--- src/design/sus_pkg.sv ---
// Shared types and codes for the sorted unique set.
`default_nettype none
package sus_pkg;

  localparam int DEF_CAPACITY = 16;
  localparam int VAL_W        = 32;
  localparam int STAT_W       = 2;
  localparam int COUNT_W      = 5;

  typedef enum logic {
    FUNC_INSERT = 1'b0,
    FUNC_REMOVE = 1'b1
  } func_t;

  typedef enum logic [STAT_W-1:0] {
    STAT_DONE     = 2'd0,
    STAT_DUP      = 2'd1,
    STAT_NOTFOUND = 2'd2,
    STAT_FULL     = 2'd3
  } status_t;

  // Broadcast from the controller to every cell.
  typedef struct packed {
    logic                    capture;
    logic                    ins_en;
    logic                    rem_en;
    logic signed [VAL_W-1:0] value;
  } cell_cmd_t;

endpackage
`default_nettype wire

--- src/design/sorted_unique_set.sv ---
// Top level of the sorted unique set: controller and the chain of cells.
// Holds up to CAPACITY distinct signed 32-bit values in ascending order, one per cell.
// Each request beat (func 0 insert, 1 remove) yields one response beat with a status
// and the count held afterward (low 5 bits). On accept, every cell latches its
// less-than and equal flags against the value; the apply step then settles the one-step
// shift across the chain and loads the response register. If the previous response
// has not yet been taken, the item waits before that apply step.
`default_nettype none
module sorted_unique_set #(
  parameter int CAPACITY = sus_pkg::DEF_CAPACITY
) (
  input  wire logic                             clk,
  input  wire logic                             rst,
  input  wire logic                             req_valid,
  output logic                                  req_ready,
  input  wire logic                             func,
  input  wire logic signed [sus_pkg::VAL_W-1:0] value,
  output logic                                  rsp_valid,
  input  wire logic                             rsp_ready,
  output logic [sus_pkg::STAT_W-1:0]            status,
  output logic [sus_pkg::COUNT_W-1:0]           count
);
  import sus_pkg::*;

  localparam int CNT_W = $clog2(CAPACITY + 1);

  logic                    busy;
  logic                    op_func;
  logic signed [VAL_W-1:0] op_value;
  logic [CNT_W-1:0]        held;
  logic [CNT_W-1:0]        held_next;
  status_t                 stat_next;
  logic                    apply;
  logic                    hit;
  logic                    full;
  logic [CNT_W+COUNT_W-1:0] held_ext;
  cell_cmd_t               cmd;

  logic [CAPACITY-1:0]     lt_v;
  logic [CAPACITY-1:0]     eq_v;
  logic signed [VAL_W-1:0] val_v [CAPACITY];

  assign req_ready = !busy;
  assign apply     = busy && (!rsp_valid || rsp_ready);
  assign hit       = |eq_v;
  assign full      = held == CNT_W'(CAPACITY);

  always_comb begin
    cmd.capture = req_valid && req_ready;
    cmd.ins_en  = apply && (op_func == FUNC_INSERT) && !hit && !full;
    cmd.rem_en  = apply && (op_func == FUNC_REMOVE) && hit;
    cmd.value   = busy ? op_value : value;
  end

  always_comb begin
    held_next = held;
    stat_next = STAT_DONE;
    case (func_t'(op_func))
      FUNC_INSERT: begin
        if (hit) begin
          stat_next = STAT_DUP;
        end else if (full) begin
          stat_next = STAT_FULL;
        end else begin
          held_next = held + CNT_W'(1);
        end
      end
      FUNC_REMOVE: begin
        if (hit) begin
          held_next = held - CNT_W'(1);
        end else begin
          stat_next = STAT_NOTFOUND;
        end
      end
      default: begin
        stat_next = STAT_DONE;
      end
    endcase
  end

  always_ff @(posedge clk) begin
    if (rst) begin
      busy      <= 1'b0;
      rsp_valid <= 1'b0;
      held      <= '0;
    end else begin
      if (cmd.capture) begin
        busy     <= 1'b1;
        op_func  <= func;
        op_value <= value;
      end
      if (rsp_valid && rsp_ready) begin
        rsp_valid <= 1'b0;
      end
      if (apply) begin
        busy      <= 1'b0;
        held      <= held_next;
        rsp_valid <= 1'b1;
        status    <= stat_next;
      end
    end
  end

  assign held_ext = {{COUNT_W{1'b0}}, held};
  assign count    = held_ext[COUNT_W-1:0];

  for (genvar i = 0; i < CAPACITY; i++) begin : g_cell
    logic                    left_lt;
    logic signed [VAL_W-1:0] left_val;
    logic signed [VAL_W-1:0] right_val;

    if (i == 0) begin : g_first
      assign left_lt  = 1'b1;
      assign left_val = val_v[i];
    end else begin : g_mid
      assign left_lt  = lt_v[i-1];
      assign left_val = val_v[i-1];
    end
    if (i == CAPACITY - 1) begin : g_last
      assign right_val = val_v[i];
    end else begin : g_inner
      assign right_val = val_v[i+1];
    end

    sus_cell #(
      .INDEX (i),
      .CNT_W (CNT_W)
    ) u_cell (
      .clk       (clk),
      .cmd       (cmd),
      .held      (held),
      .left_lt   (left_lt),
      .left_val  (left_val),
      .right_val (right_val),
      .lt        (lt_v[i]),
      .eq        (eq_v[i]),
      .val       (val_v[i])
    );
  end

  a_held_bound: assert property (@(posedge clk) disable iff (rst)
    held <= CNT_W'(CAPACITY))
    else $error("held count exceeds capacity");

  a_busy_after_accept: assert property (@(posedge clk) disable iff (rst)
    req_valid && req_ready |=> !req_ready)
    else $error("request taken while an item is in flight");

  a_count_moves_on_done: assert property (@(posedge clk) disable iff (rst)
    !$past(rst) && !$stable(held) |-> rsp_valid && status == STAT_DONE)
    else $error("count changed without a done response");

  a_full_means_full: assert property (@(posedge clk) disable iff (rst)
    rsp_valid && status == STAT_FULL |-> held == CNT_W'(CAPACITY))
    else $error("full status with room left");

  a_hit_unique: assert property (@(posedge clk) disable iff (rst)
    busy |-> $onehot0(eq_v))
    else $error("value held in more than one cell");

endmodule
`default_nettype wire

--- src/design/sus_cell.sv ---
// One slot of the sorted chain: compare against the broadcast value, shift with neighbors.
`default_nettype none
module sus_cell #(
  parameter int INDEX = 0,
  parameter int CNT_W = 5
) (
  input  wire logic                            clk,
  input  wire sus_pkg::cell_cmd_t              cmd,
  input  wire logic [CNT_W-1:0]                held,
  input  wire logic                            left_lt,
  input  wire logic signed [sus_pkg::VAL_W-1:0] left_val,
  input  wire logic signed [sus_pkg::VAL_W-1:0] right_val,
  output logic                                 lt,
  output logic                                 eq,
  output logic signed [sus_pkg::VAL_W-1:0]     val
);
  import sus_pkg::*;

  logic occupied;

  assign occupied = held > CNT_W'(INDEX);

  always_ff @(posedge clk) begin
    if (cmd.capture) begin
      lt <= occupied && (val < cmd.value);
      eq <= occupied && (val == cmd.value);
    end
    // Cells at or past the slot open a gap or close one.
    if (cmd.ins_en && !lt) begin
      val <= left_lt ? cmd.value : left_val;
    end else if (cmd.rem_en && !lt) begin
      val <= right_val;
    end
  end

endmodule
`default_nettype wire

--- config.mk ---
export PLATFORM = sky130hd
export DESIGN_NAME = sorted_unique_set
export DESIGN_NICKNAME = d
export VERILOG_FILES = /design/src/design/sus_pkg.sv /design/src/design/sorted_unique_set.sv /design/src/design/sus_cell.sv
export SDC_FILE = /design/constraint.sdc
export NUM_CORES = 2
export LEC_CHECK = 0
export BUFFER_PORTS_ARGS = -buffer_cell sky130_fd_sc_hd__buf_4
export CAP_MARGIN = 10
export CELL_PAD_IN_SITES_DETAIL_PLACEMENT = 0
export CELL_PAD_IN_SITES_GLOBAL_PLACEMENT = 1
export CORE_MARGIN = 2
export CORE_UTILIZATION = 55
export DETAILED_ROUTE_END_ITERATION = 16
export PLACE_DENSITY_LB_ADDON = 0.1
export SLEW_MARGIN = 20
export SYNTH_ARGS = -nofsm -noshare
export SYNTH_HDL_FRONTEND = slang
export SYNTH_SLANG_ARGS = --single-unit
--- constraint.sdc ---
create_clock -name clk -period 9.6 [get_ports clk]
set_input_delay 0.48 -clock clk [delete_from_list [all_inputs] [get_ports clk]]
set_output_delay 0.48 -clock clk [all_outputs]
set_load 0.01 [all_outputs]
==> impl_metrics.ini <==
[clock_tree]
htreeDepth = 3
cts_tree = built
worstSkewPairLatency_ps = 620
cts_resized = 0
cts_max_path_buffers = 3
post-cts-setup-buffer-count = 0
postCtsHoldBufs = 0
cts.clk_slew.worst_paths_ps = 60
numCtsBuffers = 72
cts-root-buf = clkbuf_16
clock_sinks = 586

[synthesis]
synth_edf_count = 579
seq_area_frac_synth_pct = 42.83
avgSynthCellArea_um2 = 9.633
yosys-top-cells-count = nand2_1 (1026), o21ai_0 (633), edfxtp_1 (579), ha_1 (517), o21ai_2 (280)
synth_top_area_cell = edfxtp_1
async_flop_share_pct = 0
yosys.area.top_type_share_pct = 42.49
synth_fp_nets = 4802
synth_most_common_cell = nand2_1
ys_ff_latch = 586
yosysWarnings = 0
synth_cell_types = 63
synthFlopType = edfxtp_1
netlist_top_cells_area = edfxtp_1 (42%), ha_1 (16%), nand2_1 (9.4%), o21ai_0 (7.7%), o21ai_2 (6.0%)
synth_cells = 4248
netlist_area_um2 = 40920

[critical_path]
cp-start-kind = register
path_cells = buf_4 -> mux2i_4 -> buf_4 -> ha_1 -> and4_1 -> a221oi_1 -> o211ai_1 -> mux2_2
path_buf_inv = 2
worstPathMaxFanout = 32
worstPathArrival_ps = 4490
crit_path_end_kind = register
worstSetupPathType = reg2reg
crit_family = buffers and inverters
max_stage_delay_ps = 790
slowest_stage = dfxtp_4
cp.required_ps = 9960
path_common_cell = buf_4

[timing]
clock_skew_ps = 29.30
tightest_slew_ps = 1057
fmax_ghz = 0.2423
hold_viol = 0
rsz0062_at_grt = false
slew_violations = 0
setup-tns-final_ps = 0
min_period_ps = 4128
slew_headroom_pct = 29.40
finalCritPeriodShare_pct = 43.00
setup_violations = 0

[final_layout]
nets = 4737
multi_input_area_um2 = 22220
final_core_util_pct = 59.80
layout-drive-gt1-share_pct = 13.46
antenna_cells = 0
area_growth_pct = 8.253
seq_area_um2 = 17530
fill_cells = 6440

[detailed_routing]
drcViolationCount = 0
route.detailed.vias_per_inst = 5.844
dr_total_vias = 30450
wl_um = 104300
drtIter0Drc = 2089
wl_per_cell_um = 20.03
ant_nets = 0
first_pass_iters = 5

[global_routing]
overflow = 0
grt_max_degree = 67
grt_pass1_vias = 29480
grt_usage_pct = 27.30
antenna_found_initial = 0
grt_pass1_wl_um = 167700

[floorplanning]
core_um2 = 74070
fp.dieW_um = 276.8
pin_count = 46
die_y_um = 276.8
initial_core_util_pct = 55.24
die_area_um2 = 76600
rows = 100

[placed_design]
io_buffers = 45
gp_congestion = 0.8621
place_hpwl_um = 76420

[min_path]
hp-class = in2reg

[power]
vdd_drop_max_mv = 0.1304
finalPower_mw = 6.498
p_per_area_nw_per_um2 = 146.7
p_leak_nw = 17.61

[outcome]
outcome = complete, no violations

[job]
max_cap_viol_count = 0
-- final cells by class --
| cell class | count | area share [%] |
|---|---|---|
| Multi-Input combinational cell | 3378 | 50.15 |
| Sequential cell | 586 | 39.58 |
| Clock buffer | 104 | 4.624 |
| Tap cell | 969 | 2.737 |
| Timing Repair Buffer | 115 | 2.085 |
| Clock inverter | 28 | 0.5706 |
| Inverter | 30 | 0.2542 |
-- per-stage QoR --
step / setup slack [ps] / instance area, µm² / hold slack [ps] / cells
6_report: 5472 / 44300 / 62.37 / 5210
5_1_grt: 5125 / 44300 / 35.73 / 5210
4_1_cts: 5305 / 44250 / 34.98 / 5209
3_5_place_dp: 5305 / 41950 / 553.5 / 5077
3_3_place_gp: 5411 / 41890 / 544.0 / 5075
2_1_floorplan: 4728 / 40920 / 528.5 / 4248
-- worst reg2reg max path: cells and delay by family, from the launching register on --
family          cells  cell delay (ps)
buf+inv             2             1070
flops               1              790
compound gates      2              770
mux                 2              680
fa+ha+maj           1              360
simple gates        1              230
-- cells in the final DEF (no fill, tap or decap), drive strengths merged, types with 8 or more instances in the layout --
master,n
nand2,1026
o21ai,953
edfxtp,579
ha,517
a21oi,257
nor2,138
buf,115
clkbuf,104
nand4,65
and4,49
a21o,48
nand3,44
mux2i,39
nor2b,33
inv,32
a221oi,25
o211ai,24
nor4,23
clkinv,21
nor3,18
nand2b,17
a21boi,12
or3,9
o41ai,9
mux2,8
-- state kept, by name, summed over array words and instances (netlist names) --
signal	cells
g_cell.u_cell.val	512
op_value	32
g_cell.u_cell.eq	16
g_cell.u_cell.lt	16
count	5
status	2
busy	1
op_func	1
rsp_valid	1
-- metal layers --
metal,GRT usage (%),part of all wire (%)
met1,37.90,46
met2,44.34,46
met3,3.214,4.4
met4,9.588,3.4
met5,0,0
-- kinds of logic (layout without fill, tap and decap cells) --
kind of cell               count (synthesis)  in the layout  share of synthesized area [%]
DFF                                      586            586                          42.83
AOI/OAI and AO/OA                       1370           1370                          20.51
xor gates and xnor gates                   4              4                        0.08563
and+or+nand+nor                         1440           1440                          15.50
muxes                                     47             47                          1.174
buffers and inverters                    284            277                          4.088
adders and majority gates                517            517                          15.81
-- final timing paths --
path,from,end,slack [ps],cells past startpoint
setup / recovery,busy,g_cell[5].u_cell.lt,5470,8
hold / removal,value[16],op_value[16],60,1
setup reg to reg,busy,g_cell[5].u_cell.lt,5470,8
hold reg to reg,g_cell[15].u_cell.val[3],g_cell[14].u_cell.val[3],570,2
-- where the power goes --
part | internal, mW | leakage [nW] | switching (mW) | total, mW
Combinational | 0.309 | 11.1 | 0.555 | 0.865
Sequential | 2.85 | 5.35 | 0.0536 | 2.91
Clock | 1.61 | 1.12 | 1.11 | 2.73
Power figures use the tool's default switching activity.
